### config.mk
export PLATFORM = sky130hd
export DESIGN_NAME = mdio_management_master_flat
export DESIGN_NICKNAME = d
export VERILOG_FILES = /design/src/rtl/core/mdio_pkg.sv /design/src/rtl/core/mdio_if.sv /design/src/rtl/core/mdio_management_master.sv /design/src/rtl/core/mdio_engine.sv /design/src/flat_wrapper.sv
export SDC_FILE = /design/constraint.sdc
export NUM_CORES = 1
export LEC_CHECK = 0
export BUFFER_PORTS_ARGS = -buffer_cell sky130_fd_sc_hd__buf_2
export CAP_MARGIN = 30
export CORE_MARGIN = 8
export CORE_UTILIZATION = 44
export CTS_CLUSTER_SIZE = 40
export DETAILED_ROUTE_END_ITERATION = 8
export GPL_ROUTABILITY_DRIVEN = 0
export PLACE_DENSITY = 0.62
export SYNTH_ARGS = -nofsm -noshare
export SYNTH_HDL_FRONTEND = slang
export SYNTH_SLANG_ARGS = --single-unit
### constraint.sdc
create_clock -name clock -period 5.6 [get_ports clock]
set_input_delay 1.68 -clock clock [delete_from_list [all_inputs] [get_ports clock]]
set_output_delay 1.68 -clock clock [all_outputs]
set_load 0.05 [all_outputs]
### src/rtl/core/mdio_pkg.sv
// Shared types and constants for the MDIO management master.
// Used by the interfaces' users, the frame engine and the top level.
package mdio_pkg;

   localparam int unsigned DEFAULT_PREAMBLE_BITS = 32;
   localparam int unsigned FRAME_BITS            = 32;
   localparam int unsigned HDR_BITS              = 14;
   localparam int unsigned TA_END                = 16;

   typedef enum logic [1:0] {
      REQ_WRITE = 2'd0,
      REQ_READ  = 2'd1,
      REQ_TICK  = 2'd2
   } mdio_req_code_type;

   localparam logic [1:0] OP_WRITE = 2'd1;
   localparam logic [1:0] OP_READ  = 2'd2;
   localparam logic [1:0] ST_BITS  = 2'b01;

   typedef struct packed {
      logic [1:0]  req_type;
      logic        wr_start;
      logic [1:0]  wr_opcode;
      logic [4:0]  wr_phy;
      logic [4:0]  wr_regaddr;
      logic [15:0] wr_data;
      logic        mdio_in;
   } mdio_req_type;

   typedef struct packed {
      logic        rd_busy;
      logic        rd_fail;
      logic [1:0]  rd_opcode;
      logic [4:0]  rd_phy;
      logic [4:0]  rd_regaddr;
      logic [15:0] rd_data;
      logic        mdio_out;
      logic        mdio_drive;
      logic        done_pulse;
      logic        error_pulse;
   } mdio_rsp_type;

endpackage

### src/rtl/core/mdio_if.sv
// Valid/ready channel interfaces for MDIO master requests and responses.
// No dependencies.
interface mdio_req_if;
   logic        valid;
   logic        ready;
   logic [1:0]  req_type;
   logic        wr_start;
   logic [1:0]  wr_opcode;
   logic [4:0]  wr_phy;
   logic [4:0]  wr_regaddr;
   logic [15:0] wr_data;
   logic        mdio_in;

   modport source (
      output valid, req_type, wr_start, wr_opcode, wr_phy, wr_regaddr, wr_data, mdio_in,
      input  ready
   );
   modport sink (
      input  valid, req_type, wr_start, wr_opcode, wr_phy, wr_regaddr, wr_data, mdio_in,
      output ready
   );
endinterface

interface mdio_rsp_if;
   logic        valid;
   logic        ready;
   logic        rd_busy;
   logic        rd_fail;
   logic [1:0]  rd_opcode;
   logic [4:0]  rd_phy;
   logic [4:0]  rd_regaddr;
   logic [15:0] rd_data;
   logic        mdio_out;
   logic        mdio_drive;
   logic        done_pulse;
   logic        error_pulse;

   modport source (
      output valid, rd_busy, rd_fail, rd_opcode, rd_phy, rd_regaddr, rd_data,
             mdio_out, mdio_drive, done_pulse, error_pulse,
      input  ready
   );
   modport sink (
      input  valid, rd_busy, rd_fail, rd_opcode, rd_phy, rd_regaddr, rd_data,
             mdio_out, mdio_drive, done_pulse, error_pulse,
      output ready
   );
endinterface

### src/rtl/core/mdio_management_master.sv
// MDIO clause 22 management master: one command register driven by register and MDC tick
// transactions, every request producing one response. Depends on mdio_pkg, mdio_if, mdio_engine.
// A request transaction is taken every clock cycle: the command register and frame position
// update at the accepting edge, and the response lands in a two-entry output buffer (output
// register plus skid register), so req_chan.ready drops only when both entries hold responses
// the sink has not taken. A frame spans PREAMBLE_BITS + 32 tick transactions.
module mdio_management_master #(
   parameter int unsigned PREAMBLE_BITS = mdio_pkg::DEFAULT_PREAMBLE_BITS
) (
   input logic        clock,
   input logic        reset,
   mdio_req_if.sink   req_chan,
   mdio_rsp_if.source rsp_chan
);
   import mdio_pkg::*;

   mdio_req_type req;
   mdio_rsp_type rsp;
   logic         accept;

   logic         out_valid_ff, out_valid_in;
   logic         skid_valid_ff, skid_valid_in;
   mdio_rsp_type out_ff, out_in;
   mdio_rsp_type skid_ff, skid_in;

   assign req.req_type   = req_chan.req_type;
   assign req.wr_start   = req_chan.wr_start;
   assign req.wr_opcode  = req_chan.wr_opcode;
   assign req.wr_phy     = req_chan.wr_phy;
   assign req.wr_regaddr = req_chan.wr_regaddr;
   assign req.wr_data    = req_chan.wr_data;
   assign req.mdio_in    = req_chan.mdio_in;

   assign req_chan.ready = !skid_valid_ff;
   assign accept         = req_chan.valid && !skid_valid_ff;

   mdio_engine #(
      .PREAMBLE_BITS(PREAMBLE_BITS)
   ) u_engine (
      .clock (clock),
      .reset (reset),
      .accept(accept),
      .req   (req),
      .rsp   (rsp)
   );

   always_comb begin
      out_valid_in  = out_valid_ff;
      out_in        = out_ff;
      skid_valid_in = skid_valid_ff;
      skid_in       = skid_ff;
      if (!out_valid_ff || rsp_chan.ready) begin
         if (skid_valid_ff) begin
            out_valid_in  = 1'b1;
            out_in        = skid_ff;
            skid_valid_in = 1'b0;
         end else begin
            out_valid_in = accept;
            out_in       = rsp;
         end
      end else if (accept) begin
         skid_valid_in = 1'b1;
         skid_in       = rsp;
      end
   end

   always_ff @(posedge clock) begin
      if (reset) begin
         out_valid_ff  <= 1'b0;
         skid_valid_ff <= 1'b0;
      end else begin
         out_valid_ff  <= out_valid_in;
         skid_valid_ff <= skid_valid_in;
      end
   end

   always_ff @(posedge clock) begin
      out_ff  <= out_in;
      skid_ff <= skid_in;
   end

   assign rsp_chan.valid       = out_valid_ff;
   assign rsp_chan.rd_busy     = out_ff.rd_busy;
   assign rsp_chan.rd_fail     = out_ff.rd_fail;
   assign rsp_chan.rd_opcode   = out_ff.rd_opcode;
   assign rsp_chan.rd_phy      = out_ff.rd_phy;
   assign rsp_chan.rd_regaddr  = out_ff.rd_regaddr;
   assign rsp_chan.rd_data     = out_ff.rd_data;
   assign rsp_chan.mdio_out    = out_ff.mdio_out;
   assign rsp_chan.mdio_drive  = out_ff.mdio_drive;
   assign rsp_chan.done_pulse  = out_ff.done_pulse;
   assign rsp_chan.error_pulse = out_ff.error_pulse;

endmodule

### src/rtl/core/mdio_engine.sv
// Command register and clause 22 frame sequencer: one state update per accepted transaction.
// Depends on mdio_pkg.
module mdio_engine #(
   parameter int unsigned PREAMBLE_BITS = mdio_pkg::DEFAULT_PREAMBLE_BITS
) (
   input  logic                   clock,
   input  logic                   reset,
   input  logic                   accept,
   input  mdio_pkg::mdio_req_type req,
   output mdio_pkg::mdio_rsp_type rsp
);
   import mdio_pkg::*;

   localparam int unsigned TotalBits = PREAMBLE_BITS + FRAME_BITS;
   localparam int unsigned PosW      = $clog2(TotalBits);
   localparam logic [PosW-1:0] LastPos     = PosW'(TotalBits - 1);
   localparam logic [PosW-1:0] PreamblePos = PosW'(PREAMBLE_BITS);

   logic            busy_ff, busy_in;
   logic            fail_ff, fail_in;
   logic [1:0]      opcode_ff, opcode_in;
   logic [4:0]      phy_ff, phy_in;
   logic [4:0]      regaddr_ff, regaddr_in;
   logic [15:0]     data_ff, data_in;
   logic [PosW-1:0] pos_ff, pos_in;

   logic [PosW-1:0] q_wide;
   logic [4:0]      q;
   logic [13:0]     hdr;
   logic            is_read;
   logic            lvl, drv, done, err;

   always_comb begin
      busy_in    = busy_ff;
      fail_in    = fail_ff;
      opcode_in  = opcode_ff;
      phy_in     = phy_ff;
      regaddr_in = regaddr_ff;
      data_in    = data_ff;
      pos_in     = pos_ff;
      lvl        = 1'b1;
      drv        = 1'b0;
      done       = 1'b0;
      err        = 1'b0;
      q_wide     = pos_ff - PreamblePos;
      q          = q_wide[4:0];
      hdr        = {ST_BITS, opcode_ff, phy_ff, regaddr_ff};
      is_read    = opcode_ff == OP_READ;
      case (req.req_type)
         REQ_WRITE: begin
            if (!busy_ff) begin
               opcode_in  = req.wr_opcode;
               phy_in     = req.wr_phy;
               regaddr_in = req.wr_regaddr;
               data_in    = req.wr_data;
               fail_in    = 1'b0;
               if (req.wr_start) begin
                  busy_in = 1'b1;
                  pos_in  = '0;
               end
            end
         end
         REQ_TICK: begin
            if (busy_ff) begin
               if (pos_ff < PreamblePos) begin
                  lvl = 1'b1;
                  drv = 1'b1;
               end else if (q < 5'(HDR_BITS)) begin
                  lvl = hdr[4'(HDR_BITS - 1) - q[3:0]];
                  drv = 1'b1;
               end else if (q < 5'(TA_END)) begin
                  if (is_read) begin
                     if (q[0] && req.mdio_in) begin
                        fail_in = 1'b1;
                     end
                  end else begin
                     lvl = ~q[0];
                     drv = 1'b1;
                  end
               end else begin
                  if (is_read) begin
                     data_in = {data_ff[14:0], req.mdio_in};
                  end else begin
                     lvl = data_ff[~q[3:0]];
                     drv = 1'b1;
                  end
               end
               if (pos_ff == LastPos) begin
                  busy_in = 1'b0;
                  pos_in  = '0;
                  done    = 1'b1;
                  err     = is_read && fail_in;
               end else begin
                  pos_in = pos_ff + 1'b1;
               end
            end
         end
         default: begin
         end
      endcase

      rsp.rd_busy     = busy_in;
      rsp.rd_fail     = fail_in;
      rsp.rd_opcode   = opcode_in;
      rsp.rd_phy      = phy_in;
      rsp.rd_regaddr  = regaddr_in;
      rsp.rd_data     = data_in;
      rsp.mdio_out    = lvl;
      rsp.mdio_drive  = drv;
      rsp.done_pulse  = done;
      rsp.error_pulse = err;
   end

   always_ff @(posedge clock) begin
      if (reset) begin
         busy_ff    <= 1'b0;
         fail_ff    <= 1'b0;
         opcode_ff  <= '0;
         phy_ff     <= '0;
         regaddr_ff <= '0;
         data_ff    <= '0;
         pos_ff     <= '0;
      end else if (accept) begin
         busy_ff    <= busy_in;
         fail_ff    <= fail_in;
         opcode_ff  <= opcode_in;
         phy_ff     <= phy_in;
         regaddr_ff <= regaddr_in;
         data_ff    <= data_in;
         pos_ff     <= pos_in;
      end
   end

`ifndef SYNTHESIS
   a_idle_pos: assert property (@(posedge clock) disable iff (reset)
      !busy_ff |-> pos_ff == '0)
      else $error("bit position not parked while idle");

   a_err_done: assert property (@(posedge clock) disable iff (reset)
      rsp.error_pulse |-> rsp.done_pulse)
      else $error("error without frame completion");

   a_done_idle: assert property (@(posedge clock) disable iff (reset)
      accept && rsp.done_pulse |=> !busy_ff)
      else $error("busy still set after frame completion");

   a_release_read: assert property (@(posedge clock) disable iff (reset)
      accept && req.req_type == REQ_TICK && busy_ff && !rsp.mdio_drive
      |-> opcode_ff == OP_READ)
      else $error("line released during a write frame");

   a_busy_hold: assert property (@(posedge clock) disable iff (reset)
      accept && busy_ff && req.req_type == REQ_WRITE
      |=> $stable(opcode_ff) && $stable(phy_ff) && $stable(regaddr_ff))
      else $error("command fields changed by a write while busy");
`endif

endmodule

### src/flat_wrapper.sv
// flat-port wrapper written by rule: the top's interface ports become plain ports
module mdio_management_master_flat import mdio_pkg::*;
#(
   parameter int unsigned PREAMBLE_BITS = mdio_pkg::DEFAULT_PREAMBLE_BITS
)
  (clock, reset, req_chan_valid, req_chan_req_type, req_chan_wr_start, req_chan_wr_opcode, req_chan_wr_phy, req_chan_wr_regaddr, req_chan_wr_data, req_chan_mdio_in, req_chan_ready, rsp_chan_valid, rsp_chan_rd_busy, rsp_chan_rd_fail, rsp_chan_rd_opcode, rsp_chan_rd_phy, rsp_chan_rd_regaddr, rsp_chan_rd_data, rsp_chan_mdio_out, rsp_chan_mdio_drive, rsp_chan_done_pulse, rsp_chan_error_pulse, rsp_chan_ready);
  mdio_req_if req_chan_i ();
  mdio_rsp_if rsp_chan_i ();
  input logic clock;
  input logic reset;
  input wire logic [$bits(req_chan_i.valid)-1:0] req_chan_valid;
  input wire logic [$bits(req_chan_i.req_type)-1:0] req_chan_req_type;
  input wire logic [$bits(req_chan_i.wr_start)-1:0] req_chan_wr_start;
  input wire logic [$bits(req_chan_i.wr_opcode)-1:0] req_chan_wr_opcode;
  input wire logic [$bits(req_chan_i.wr_phy)-1:0] req_chan_wr_phy;
  input wire logic [$bits(req_chan_i.wr_regaddr)-1:0] req_chan_wr_regaddr;
  input wire logic [$bits(req_chan_i.wr_data)-1:0] req_chan_wr_data;
  input wire logic [$bits(req_chan_i.mdio_in)-1:0] req_chan_mdio_in;
  output wire logic [$bits(req_chan_i.ready)-1:0] req_chan_ready;
  output wire logic [$bits(rsp_chan_i.valid)-1:0] rsp_chan_valid;
  output wire logic [$bits(rsp_chan_i.rd_busy)-1:0] rsp_chan_rd_busy;
  output wire logic [$bits(rsp_chan_i.rd_fail)-1:0] rsp_chan_rd_fail;
  output wire logic [$bits(rsp_chan_i.rd_opcode)-1:0] rsp_chan_rd_opcode;
  output wire logic [$bits(rsp_chan_i.rd_phy)-1:0] rsp_chan_rd_phy;
  output wire logic [$bits(rsp_chan_i.rd_regaddr)-1:0] rsp_chan_rd_regaddr;
  output wire logic [$bits(rsp_chan_i.rd_data)-1:0] rsp_chan_rd_data;
  output wire logic [$bits(rsp_chan_i.mdio_out)-1:0] rsp_chan_mdio_out;
  output wire logic [$bits(rsp_chan_i.mdio_drive)-1:0] rsp_chan_mdio_drive;
  output wire logic [$bits(rsp_chan_i.done_pulse)-1:0] rsp_chan_done_pulse;
  output wire logic [$bits(rsp_chan_i.error_pulse)-1:0] rsp_chan_error_pulse;
  input wire logic [$bits(rsp_chan_i.ready)-1:0] rsp_chan_ready;
  assign req_chan_i.valid = req_chan_valid;
  assign req_chan_i.req_type = req_chan_req_type;
  assign req_chan_i.wr_start = req_chan_wr_start;
  assign req_chan_i.wr_opcode = req_chan_wr_opcode;
  assign req_chan_i.wr_phy = req_chan_wr_phy;
  assign req_chan_i.wr_regaddr = req_chan_wr_regaddr;
  assign req_chan_i.wr_data = req_chan_wr_data;
  assign req_chan_i.mdio_in = req_chan_mdio_in;
  assign req_chan_ready = req_chan_i.ready;
  assign rsp_chan_valid = rsp_chan_i.valid;
  assign rsp_chan_rd_busy = rsp_chan_i.rd_busy;
  assign rsp_chan_rd_fail = rsp_chan_i.rd_fail;
  assign rsp_chan_rd_opcode = rsp_chan_i.rd_opcode;
  assign rsp_chan_rd_phy = rsp_chan_i.rd_phy;
  assign rsp_chan_rd_regaddr = rsp_chan_i.rd_regaddr;
  assign rsp_chan_rd_data = rsp_chan_i.rd_data;
  assign rsp_chan_mdio_out = rsp_chan_i.mdio_out;
  assign rsp_chan_mdio_drive = rsp_chan_i.mdio_drive;
  assign rsp_chan_done_pulse = rsp_chan_i.done_pulse;
  assign rsp_chan_error_pulse = rsp_chan_i.error_pulse;
  assign rsp_chan_i.ready = rsp_chan_ready;
  mdio_management_master #(.PREAMBLE_BITS(PREAMBLE_BITS)) u_core (.clock(clock), .reset(reset), .req_chan(req_chan_i), .rsp_chan(rsp_chan_i));
endmodule
* After elaboration in Yosys (flattened, before gate mapping) *
Index checks and enable logic that the tools add are counted.
Widths: inputs -> output; s select.

storage, ports and cells
  register bits after elaboration = 106
  output and inout bits = 36

cells by class
  $add $sub $neg = 3
  order comparisons = 5
  eq/ne operators = 6
  mux-type cells = 57
  bitwise logic cells = 3
  reductions and logical operators = 11

operators by type and width
  kind                 number
  $mux 16              6
  $mux 1               34
  $mux 34              1
  $pmux 16 s2          1
  $mux 6               4
  $mux 5               4
  $pmux 6 s2           1
  $lt 4x5->1 const B   2
  $bmux 1 s4           2
  $add 6x1->6 const B  1
  $eq 6x6->1 const B   1
  $lt 6x6->1 const B   1
  $ne 2x2->1 const B   3
  $lt 5x4->1 const B   1
  $lt 5x5->1 const B   1
  $reduce_and 5->1     1
  $sub 5x1->5 const B  1
  $eq 2x2->1 const B   2
  $mux 2               2
  $not 4->4            1
  $pmux 1 s2           2
  $sub 4x4->4 const A  1
  $logic_and 1x1->1    3
  $logic_not 1->1      2
  other kinds (6)      7

* Depth between registers and ports, before layout *
Gate-level depths: netlist (run 1).

  word-level depth = 14
  gate-level depth with buffers = 8
  depth with buffers taken out = 7

* Modules after synthesis *
A second synthesis (run 1) with hierarchy kept.

unflattened totals
  cells, all modules = 406
  area, all modules = 5009.8 µm²

modules (own cells, without submodules)
  module                  instances  cells each  area each (µm²)  sequential area each (µm²)
  mdio_management_master  1          115         2601.2           2082.0
  mdio_engine             1          291         2408.6           720.7

* Worst setup path before layout (run 1) *
OpenSTA, ideal clock, no wires.

  path type = in2reg
  from = input port rsp_chan_ready
  to = register u_core.skid_ff[0] (netlist name), enable pin
  arrival = 4129 ps
  data required time = 5175 ps
  path slack = 1046 ps
  stages on the path = 2
  cells stage by stage = nand2b_1 -> nor2_1

on the way
  longest elaborated chain between the ends = 3

ends and longest elaborated chain
  item                        RTL line                      text
  start: declaration          flat_wrapper.sv:31            input wire logic [$bits(rsp_chan_i.ready)-1:0] rsp_chan_ready;
  $logic_or 1x1->1            mdio_management_master.sv:52  if (!out_valid_ff || rsp_chan.ready) begin
  $not 1->1 (no line)         --
  $reduce_and 2->1 (no line)  --
  end signal: assignment      mdio_management_master.sv:79  skid_ff <= skid_in;
  end: declaration            mdio_management_master.sv:24  mdio_rsp_type skid_ff, skid_in;

Every way passes these cells.
A chain may end at the register's enable or synchronous reset.

==> flow_summary_export.csv, run 1 <==
group,metric,value,unit
global_route,grtUsageMet3,3.656,%
layout,nets,532,
layout,layout.core_utilization,51.72,%
clock_tree,hold_buffers,0,
worst_setup_path,cp.arrival,3680,ps
route,dr.pass1.iters,4,
floorplan,fp.dieW,121.9,um
layout,layout_commonest_cell,"buf_2",
global_route,grt_pass1_vias,3545,
floorplan,fp.dieH,121.9,um
layout,nFillCells,989,
worst_setup_path,crit_start,"req_chan_req_type[1]",
timing,skew,9.152,ps
clock_tree,cts-root-buf,"clkbuf_8",
timing,fmax,281.5,MHz
clock_tree,cts_tree,"yes",
clock_tree,cts_setup_buffers,0,
route,detail_route.wl_per_cell,17.26,um
floorplan,rows,38,
timing,max-slew-margin-rel,35.72,%
worst_setup_path,rrSetupSlack,2990,ps
synthesis,yosys_warnings,0,
worst_setup_path,start_kind,"input pin",
route,vias,3499,
synthesis,syn_area_per_cell,11.52,um2
min_path,hold_class,"reg2reg",
clock_tree,ctsResizeCount,0,
worst_setup_path,reg2reg_from,"u_core.u_engine.pos_ff[4]$_SDFFE_PP0P_",
run,cap_violations,0,
route,antenna_left,0,
layout,mostFrequentLayoutCells,"71 x buf_2, 68 x edfxtp_1, 52 x nor2_1",
worst_setup_path,critPathKind,"in2reg",
synthesis,synth.net_count,468,
clock_tree,clk_pin_slew,90,ps
floorplan,ios,72,
layout,stdcell_count,637,
worst_setup_path,r2r_end,"u_core.rsp_chan.rd_data[15]$_DFFE_PP_",
power_and_ir_drop,p_switching,0.4708,mW
timing,drv_slew,0,
timing,setup-tns-final,0,ps
worst_setup_path,ff2ff_path_depth,6,
floorplan,initial_core_util,45.29,%
worst_setup_path,endpoint,"u_core.rsp_chan.rd_data[15]$_DFFE_PP_",
worst_setup_path,crit_required,5730,ps
timing,finalHoldViolCount,0,
global_route,grt_max_degree,39,
route,drc,0,
power_and_ir_drop,p_leak,2.255,nW
timing,period_share,63.44,%
global_route,top_usage_layer,"met2",
clock_tree,cts_buffer_depth,2,
global_route,antenna_found_initial,1,
run_status,status,"completed",
synthesis,synth.distinct_cells,49,
global_route,met2_usage,24.22,%
synthesis,synth-seq-cells,106,
min_path,whs_path_depth,2,
route,drt_wl_total,11.00,mm
timing,tightest_slew,959.9,ps
power_and_ir_drop,clkPwrFrac,27.8,%
clock_tree,numCtsBuffers,9,
layout,drive_gt1_share,30.38,%
power_and_ir_drop,vdd_drop_max,127.5,uV
synthesis,synthFlopType,"edfxtp_1",
clock_tree,insertion_delay,370,ps
placed_design,hpwl,7.465,mm
synthesis,synth-edff-count,68,
clock_tree,cts_htree_levels,3,
placed_design,dp_cells,620,
floorplan,die-area,0.01485,mm2
worst_setup_path,cp-end-kind,"flop",
timing,rsz0062_at_grt,"false",
timing,period_minus_slack,3553,ps
power_and_ir_drop,power.density,297.7,mW/mm2
global_route,track_usage,15.31,%
power_and_ir_drop,p_int,1.206,mW
floorplan,core_area,0.01089,mm2
layout,n_antenna_cell,0,
clock_tree,clock-sinks,106,
synthesis,synth_seq_area_share,56.84,%
route,initialDrtViolationCount,183,
worst_setup_path,worst-path-max-fanout,23,
global_route,overflow,0,
layout,area_growth,14.21,%
power_and_ir_drop,seqPwrFrac,54.8,%
synthesis,synthArstFlopShare,0,%
timing,setup_violations,0,
power_and_ir_drop,switching_share,28.09,%
placed_design,portBuffers,71,
route,viasPerCell,5.493,
global_route,use_met1,19.36,%
synthesis,syn_area,0.004931,mm2
global_route,grt_pass1_wl,17.97,mm
power_and_ir_drop,comb_power_share,17.4,%
synthesis,synthCells,428,
[worst min path at each step]
stage / start / endpoint / slack, ps
after floorplan: u_core.u_engine.phy_ff[3]$_SDFFE_PP0P_ / u_core.u_engine.phy_ff[3]$_SDFFE_PP0P_ / 480
after CTS: u_core.u_engine.regaddr_ff[1]$_SDFFE_PP0P_ / u_core.u_engine.regaddr_ff[1]$_SDFFE_PP0P_ / 520
after global routing: u_core.u_engine.regaddr_ff[1]$_SDFFE_PP0P_ / u_core.u_engine.regaddr_ff[1]$_SDFFE_PP0P_ / 540
final: u_core.u_engine.regaddr_ff[1]$_SDFFE_PP0P_ / u_core.u_engine.regaddr_ff[1]$_SDFFE_PP0P_ / 520
after detailed placement: u_core.u_engine.phy_ff[4]$_SDFFE_PP0P_ / u_core.u_engine.phy_ff[4]$_SDFFE_PP0P_ / 500
after global placement: u_core.u_engine.regaddr_ff[1]$_SDFFE_PP0P_ / u_core.u_engine.regaddr_ff[1]$_SDFFE_PP0P_ / 490
[layer usage]
metal  vias to the layer above  share of wire [%]
met1                      1693                 45
met3                        21                4.9
met2                        77                 47
met5                         -              0.073
li1                       1706                  -
met4                         2                2.7
[worst max-delay path, cell delays in order]
cell and delay (ps):
buf_2 340, nand2b_1 240, nor3_4 380, nor2_1 250, a221oi_1 390, inv_1 110
mux2_2 270
[state kept, by name (all words and copies together), names as in the netlist, 2 cells and up]
signal / cells
u_core.rsp_chan.rd_data: 16
u_core.rsp_chan.rd_opcode: 2
u_core.rsp_chan.rd_phy: 5
u_core.rsp_chan.rd_regaddr: 5
u_core.skid_ff: 34
u_core.u_engine.data_ff: 16
u_core.u_engine.opcode_ff: 2
u_core.u_engine.phy_ff: 5
u_core.u_engine.pos_ff: 6
u_core.u_engine.regaddr_ff: 5
[layout make-up]
type	count	area [um2]	area share, %
Inverter	17	63.81	1.133
Clock buffer	14	152.6	2.711
Tap cell	140	175.2	3.110
Sequential cell	106	2803	49.77
Multi-Input combinational cell	280	1972	35.01
Clock inverter	2	37.54	0.6665
Timing Repair Buffer	78	427.9	7.598
[power groups by stage]
stage | sequential [mW] | combinational, mW | clock (mW)
after CTS | 0.919 | 0.293 | 0.479
final | 0.918 | 0.292 | 0.466
after floorplan | 1.04 | 0.117 | 0
after global placement | 0.935 | 0.289 | 0
after detailed placement | 0.936 | 0.293 | 0
after global routing | 0.926 | 0.313 | 0.506
[synth_stat cells (2+ instances only)]
cell      instances  share of area (%)
mux2i_1           2               0.41
a211oi_1         16                2.4
clkinv_1          2               0.15
nor2_1           53                4.0
nand3_1           3               0.30
inv_1            14                1.1
o22ai_1           2               0.25
nor2b_1           3               0.38
mux4_2            6                2.7
nand2b_1          6               0.76
ha_1              4                1.0
o31ai_1           2               0.30
edfxtp_1         68                 41
nand2_1          23                1.8
and2_1            9                1.1
nor3_1           25                2.5
a21oi_1          14                1.4
a22o_1            7                1.2
dfxtp_1          38                 15
clkbuf_1         23                1.8
a221oi_1          9                1.6
a21o_1            9                1.4
mux2_2           44                 10
or4_2             2               0.36
o21ai_0          20                2.0
[kinds of logic after synthesis]
kind of cell | count (synthesis) | share of synthesized area [%]
and+or+nand+nor | 135 | 13.22
DFF | 106 | 56.84
muxes | 52 | 13.19
xor gates and xnor gates | 1 | 0.1777
adders and majority gates | 4 | 1.015
buffers and inverters | 42 | 3.425
AOI/OAI and AO/OA | 88 | 12.13
[through the flow]
| step | worst slack, ps | hold slack [ps] | power [mW] | cell area [um2] |
|---|---|---|---|---|
| 3_5_place_dp | 1656 | 504.4 | 1.229 | 5414 |
| 6_report | 2047 | 516.0 | 1.676 | 5632 |
| 4_1_cts | 2061 | 515.4 | 1.692 | 5604 |
| 5_1_grt | 1878 | 539.1 | 1.745 | 5632 |
| 2_1_floorplan | 1046 | 481.8 | 1.154 | 4931 |
| 3_3_place_gp | 1723 | 491.5 | 1.224 | 5414 |
Power figures use the tool's default switching activity.
==> inputs of run 2 (changes only) <==
clock period = 3.7 ns   (was 5.6 ns; I/O delays follow)
==> run 2 against run 1 <==
Net effect: hold slack worse by 2.6 ps; combinational power up 51%; design area up 0.29%; non-clock buffer count unchanged; worst setup slack worse by 1300 ps; critical endpoint is now u_core.rsp_chan.rd_data[10]$_DFFE_PP_; largest cell class unchanged; critical path depth unchanged; via count down 0.46%; largest power group unchanged; clock skew about the same; register-to-register slack worse by 1900 ps; highest routed layer is now met4.
==> flow_summary_export.csv, run 2 (synthesized netlist as in run 1, its figures left out) <==
group,metric,value,unit
worst_setup_path,ff2ff_path_depth,6,
run,cap_violations,0,
floorplan,fp.dieW,121.9,um
worst_setup_path,reg2reg_from,"u_core.u_engine.pos_ff[4]$_SDFFE_PP0P_",
layout,n_antenna_cell,0,
worst_setup_path,crit_chain,"buf_2, nand2b_1, nor3_4, nor2_1, a221oi_1, inv_1, mux2_2",
layout,regMostFlops,"u_core.skid_ff",
power_and_ir_drop,p_int,1.864,mW
global_route,overflow,0,
worst_setup_path,r2r_end,"u_core.rsp_chan.rd_data[10]$_DFFE_PP_",
clock_tree,cts_htree_levels,3,
clock_tree,cts_tree,"yes",
route,drc,0,
clock_tree,insertion_delay,370,ps
min_path,hold_start,"u_core.u_engine.regaddr_ff[3]$_SDFFE_PP0P_",
placed_design,hpwl,7.334,mm
route,antenna_left,0,
power_and_ir_drop,seqPwrFrac,53.7,%
clock_tree,ctsResizeCount,0,
floorplan,fp.dieH,121.9,um
worst_setup_path,start_kind,"input pin",
run_status,status,"completed",
layout,layout_commonest_cell,"buf_2",
timing,setup-tns-final,0,ps
power_and_ir_drop,clkPwrFrac,29.3,%
worst_setup_path,slowest_stage,"a221oi_1",
power_and_ir_drop,power.density,458.2,mW/mm2
timing,rsz0062_at_grt,"false",
floorplan,rows,38,
floorplan,die-area,0.01485,mm2
placed_design,portBuffers,71,
route,vias,3483,
power_and_ir_drop,comb_power_share,17.0,%
timing,skew,9.599,ps
min_path,whs_path_depth,2,
timing,finalHoldViolCount,0,
min_path,min_to,"u_core.u_engine.regaddr_ff[3]$_SDFFE_PP0P_",
floorplan,initial_core_util,45.29,%
layout,drive_gt1_share,30.78,%
worst_setup_path,cpLargestDelayFamily,"simple AND/OR/NAND/NOR gates",
power_and_ir_drop,p_leak,2.263,nW
worst_setup_path,cp.arrival,3100,ps
worst_setup_path,worst-path-max-fanout,23,
timing,drv_slew,0,
clock_tree,cts_setup_buffers,0,
route,dr.pass1.iters,4,
clock_tree,hold_buffers,0,
global_route,antenna_found_initial,0,
global_route,grt_max_degree,40,
floorplan,ios,72,
global_route,grt_pass1_wl,17.81,mm
layout,nets,532,
clock_tree,cts-root-buf,"clkbuf_8",
power_and_ir_drop,switching_share,27.98,%
layout,mostFrequentLayoutCells,"71 x buf_2, 68 x edfxtp_1, 52 x nor2_1",
timing,tightest_slew,744.5,ps
worst_setup_path,critPathKind,"in2reg",
clock_tree,clk_pin_slew,90,ps
route,initialDrtViolationCount,201,
timing,setup_violations,0,
timing,max-slew-margin-rel,50.37,%
clock_tree,cts_buffer_depth,2,
global_route,track_usage,15.07,%
layout,layout.core_utilization,51.87,%
power_and_ir_drop,p_switching,0.7241,mW
min_path,hold_class,"reg2reg",
worst_setup_path,critPathMaxStageDelay,390,ps
power_and_ir_drop,vdd_drop_max,251.0,uV
route,detail_route.wl_per_cell,17.35,um
worst_setup_path,path_buf_inv,2,
timing,period_share,80.53,%
timing,period_minus_slack,2980,ps
floorplan,core_area,0.01089,mm2
route,drt_wl_total,11.05,mm
global_route,grt_pass1_vias,3422,
worst_setup_path,crit_required,3820,ps
layout,largest_reg_flops,34,
worst_setup_path,rrSetupSlack,1070,ps
layout,area_growth,14.54,%
clock_tree,clock-sinks,106,
worst_setup_path,cp-end-kind,"flop",
route,viasPerCell,5.468,
clock_tree,numCtsBuffers,9,
timing,fmax,335.6,MHz
-- run 2: cell types whose count changed in the layout (fill, tap and decap cells not counted) --
cell / before / now
clkbuf_1: 4 / 2
inv_4: 0 / 1
buf_16: 1 / 0
buf_12: 0 / 1
clkbuf_16: 0 / 1
-- run 2: worst reg2reg max path, stage by stage (launching register included) --
cell and delay (ps):
dfxtp_1 560, nand4b_2 340, nor3_4 460, nor2_1 260, a221oi_1 390, inv_1 110
mux2_2 270
-- run 2: how the worst max path moves through the flow --
stage / endpoint / startpoint / cells past startpoint
2_1_floorplan: u_core.skid_ff[0]$_DFFE_PP_ / rsp_chan_ready / 2
3_3_place_gp: u_core.rsp_chan.rd_data[13]$_DFFE_PP_ / req_chan_req_type[1] / 7
3_5_place_dp: u_core.rsp_chan.rd_data[10]$_DFFE_PP_ / req_chan_req_type[1] / 7
4_1_cts: u_core.rsp_chan.rd_data[15]$_DFFE_PP_ / req_chan_req_type[1] / 7
5_1_grt: u_core.rsp_chan.rd_data[15]$_DFFE_PP_ / req_chan_req_type[1] / 7
6_report: u_core.rsp_chan.rd_data[10]$_DFFE_PP_ / req_chan_req_type[1] / 7
-- run 2: final cells by class --
| type | instances | area, um2 |
|---|---|---|
| fillers | 987 | 5240 |
| flip-flops and latches | 106 | 2803 |
| multi-input cells | 280 | 1972 |
| repair buffers | 78 | 420.4 |
| well taps | 140 | 175.2 |
| clock buffers | 13 | 170.2 |
| inverters | 17 | 63.81 |
| clock inverters | 3 | 43.79 |
-- run 2: power groups by stage --
stage	registers, mW	logic, mW	clock network (mW)
2_1_floorplan	1.57	0.178	0
5_1_grt	1.40	0.474	0.820
6_report	1.39	0.440	0.759
3_3_place_gp	1.41	0.438	0
4_1_cts	1.39	0.446	0.780
3_5_place_dp	1.42	0.444	0
-- run 2: routing by layer --
layer / vias to the layer above / wire length (um) / track usage [%]
li1: 1710 / - / -
met1: 1693 / 5032 / 19.39
met2: 67 / 5238 / 23.71
met3: 13 / 621 / 4.211
met4: 0 / 160 / 5.628
met5: - / 0 / 0
-- run 2: stage by stage --
stage / power, mW / setup slack, ps / area [um2] / hold slack, ps / std cells
after global routing: 2.693 / 515.2 / 5648 / 541.9 / 637
after CTS: 2.615 / 782.3 / 5648 / 514.6 / 637
final: 2.588 / 720.4 / 5648 / 513.4 / 637
after floorplan: 1.747 / 267.6 / 4933 / 481.8 / 428
after detailed placement: 1.860 / 372.4 / 5434 / 500.0 / 621
after global placement: 1.852 / 412.6 / 5434 / 495.2 / 621
==> inputs of run 3 (changes only) <==
clock period = 2.8 ns   (was 3.7 ns; I/O delays follow)
==> run 3 against run 2 <==
Net effect: clock skew is essentially flat; sequential power grew 32%; first-iteration DRC count grew 22%; clock power grew 52%; critical path depth shrank 1.
==> flow_summary_export.csv, run 3 (synthesized netlist as in run 1, its figures left out) <==
group,metric,value,unit
timing,tightest_slew,758.9,ps
clock_tree,cts_htree_levels,3,
power_and_ir_drop,p_leak,2.311,nW
layout,fin_area,0.005715,mm2
placed_design,hpwl,7.734,mm
timing,max-slew-margin-rel,49.41,%
layout,layout.core_utilization,52.49,%
global_route,grt_pass1_vias,3625,
clock_tree,cts_tree,"yes",
timing,setup_violations,0,
floorplan,ios,72,
clock_tree,numCtsBuffers,9,
timing,drv_slew,0,
route,dr.pass1.iters,5,
worst_setup_path,reg2reg_from,"u_core.u_engine.pos_ff[1]$_SDFFE_PP0P_",
timing,finalHoldViolCount,0,
timing,rsz0062_at_grt,"false",
floorplan,die-area,0.01485,mm2
layout,drive_gt1_share,31.87,%
timing,skew,9.523,ps
floorplan,fp.dieH,121.9,um
route,vias,3522,
route,drt_wl_total,11.27,mm
worst_setup_path,rrSetupSlack,390,ps
power_and_ir_drop,switching_share,26.78,%
worst_setup_path,crit_required,2920,ps
worst_setup_path,worst-path-max-fanout,11,
worst_setup_path,ff2ff_path_depth,6,
global_route,met2_usage,24.80,%
layout,area_growth,15.91,%
timing,hold_slack,512.2,ps
worst_setup_path,critPathMaxStageDelay,680,ps
placed_design,dp_slack,172.1,ps
timing,period_share,85.94,%
clock_tree,clock-sinks,106,
global_route,grtUsageMet3,3.517,%
layout,mostFrequentLayoutCells,"71 x buf_2, 68 x edfxtp_1, 52 x nor2_1",
min_path,whs_path_depth,2,
power_and_ir_drop,seqPwrFrac,51.5,%
floorplan,initial_core_util,45.29,%
min_path,hold_class,"reg2reg",
route,antenna_left,0,
worst_setup_path,r2r_end,"u_core.rsp_chan.mdio_out$_DFFE_PP_",
route,initialDrtViolationCount,245,
timing,fmax,415.6,MHz
global_route,top_usage_layer,"met2",
global_route,use_met1,20.54,%
worst_setup_path,crit_chain,"ha_1, xor2_1, mux2_2, o22ai_1, o211ai_1, mux2_2",
power_and_ir_drop,comb_power_share,16.4,%
power_and_ir_drop,clkPwrFrac,32.1,%
worst_setup_path,cp_common_cell,"mux2_2",
timing,worst_slack,393.6,ps
route,drc,0,
run_status,status,"completed",
layout,n_antenna_cell,0,
layout,largest_reg_flops,34,
clock_tree,ctsResizeCount,0,
worst_setup_path,path_buf_inv,0,
clock_tree,insertion_delay,370,ps
min_path,hold_start,"u_core.u_engine.regaddr_ff[3]$_SDFFE_PP0P_",
power_and_ir_drop,power.density,624.0,mW/mm2
floorplan,fp.dieW,121.9,um
worst_setup_path,critPathKind,"reg2reg",
power_and_ir_drop,p_switching,0.9553,mW
placed_design,portBuffers,71,
min_path,min_to,"u_core.u_engine.regaddr_ff[3]$_SDFFE_PP0P_",
layout,nets,537,
worst_setup_path,cp-end-kind,"flop",
global_route,grt_pass1_wl,18.68,mm
timing,setup-tns-final,0,ps
layout,layout_commonest_cell,"buf_2",
timing,period_minus_slack,2406,ps
route,viasPerCell,5.486,
power_and_ir_drop,vdd_drop_max,337.9,uV
clock_tree,hold_buffers,0,
worst_setup_path,cpLargestDelayFamily,"flip-flops",
global_route,grt_max_degree,39,
global_route,overflow,0,
worst_setup_path,slowest_stage,"dfxtp_1",
worst_setup_path,cp.arrival,2520,ps
clock_tree,cts_setup_buffers,0,
placed_design,dpl-instance-area,0.005464,mm2
clock_tree,cts-root-buf,"clkbuf_8",
route,detail_route.wl_per_cell,17.55,um
power_and_ir_drop,p_int,2.611,mW
worst_setup_path,start_kind,"flop",
clock_tree,clk_pin_slew,90,ps
floorplan,core_area,0.01089,mm2
run,cap_violations,0,
global_route,track_usage,15.83,%
global_route,antenna_found_initial,0,
layout,regMostFlops,"u_core.skid_ff",
floorplan,rows,38,
clock_tree,cts_buffer_depth,2,
-- run 3: worst reg2reg max path: cells and delay by family (launching register included) --
family	cells	cell delay, ps
AO/OA/AOI/OAI	2	290
XOR/XNOR	1	210
adder cells (fa/ha/maj)	1	310
flip-flops	1	680
multiplexers	2	660
-- run 3: metrics by stage --
step	cells	total power [mW]
after global placement	626	2.450
final	642	3.567
after floorplan	428	2.309
after global routing	642	3.726
after detailed placement	626	2.462
after CTS	642	3.608
-- run 3: cell type report --
cell class | count | area, um2
Clock buffer | 11 | 151.4
Clock inverter | 5 | 100.1
Fill cell | 995 | 5172
Inverter | 17 | 63.81
Multi-Input combinational cell | 280 | 1977
Sequential cell | 106 | 2803
Tap cell | 140 | 175.2
Timing Repair Buffer | 83 | 445.4
-- run 3: per-layer routing --
metal  share of wire [%]  up-vias  wire length (um)
met4                 1.9        0               209
met5                   0        -                 0
met2                  48       88              5388
met3                 5.6       17               630
li1                    -     1726                 -
met1                  45     1691              5037
-- run 3: how the worst max path moves through the flow --
stage                                             endpoint  cells after the start  slack (ps)                                    from
floorplan                      u_core.skid_ff[0]$_DFFE_PP_                      2         380                          rsp_chan_ready
global placement    u_core.u_engine.pos_ff[5]$_SDFFE_PP0P_                      6         220                    req_chan_req_type[1]
detailed placement  u_core.u_engine.pos_ff[5]$_SDFFE_PP0P_                      6         170                    req_chan_req_type[1]
CTS                     u_core.rsp_chan.mdio_out$_DFFE_PP_                      6         400  u_core.u_engine.pos_ff[1]$_SDFFE_PP0P_
global route            u_core.rsp_chan.mdio_out$_DFFE_PP_                      6         250  u_core.u_engine.pos_ff[1]$_SDFFE_PP0P_
finish                  u_core.rsp_chan.mdio_out$_DFFE_PP_                      6         390  u_core.u_engine.pos_ff[1]$_SDFFE_PP0P_
-- run 3: power by group through the flow --
| stage | combinational, mW | clock, mW | sequential [mW] |
|---|---|---|---|
| after floorplan | 0.236 | 0 | 2.07 |
| after global placement | 0.582 | 0 | 1.87 |
| after detailed placement | 0.591 | 0 | 1.87 |
| after CTS | 0.593 | 1.18 | 1.84 |
| after global routing | 0.634 | 1.24 | 1.85 |
| final | 0.585 | 1.15 | 1.84 |
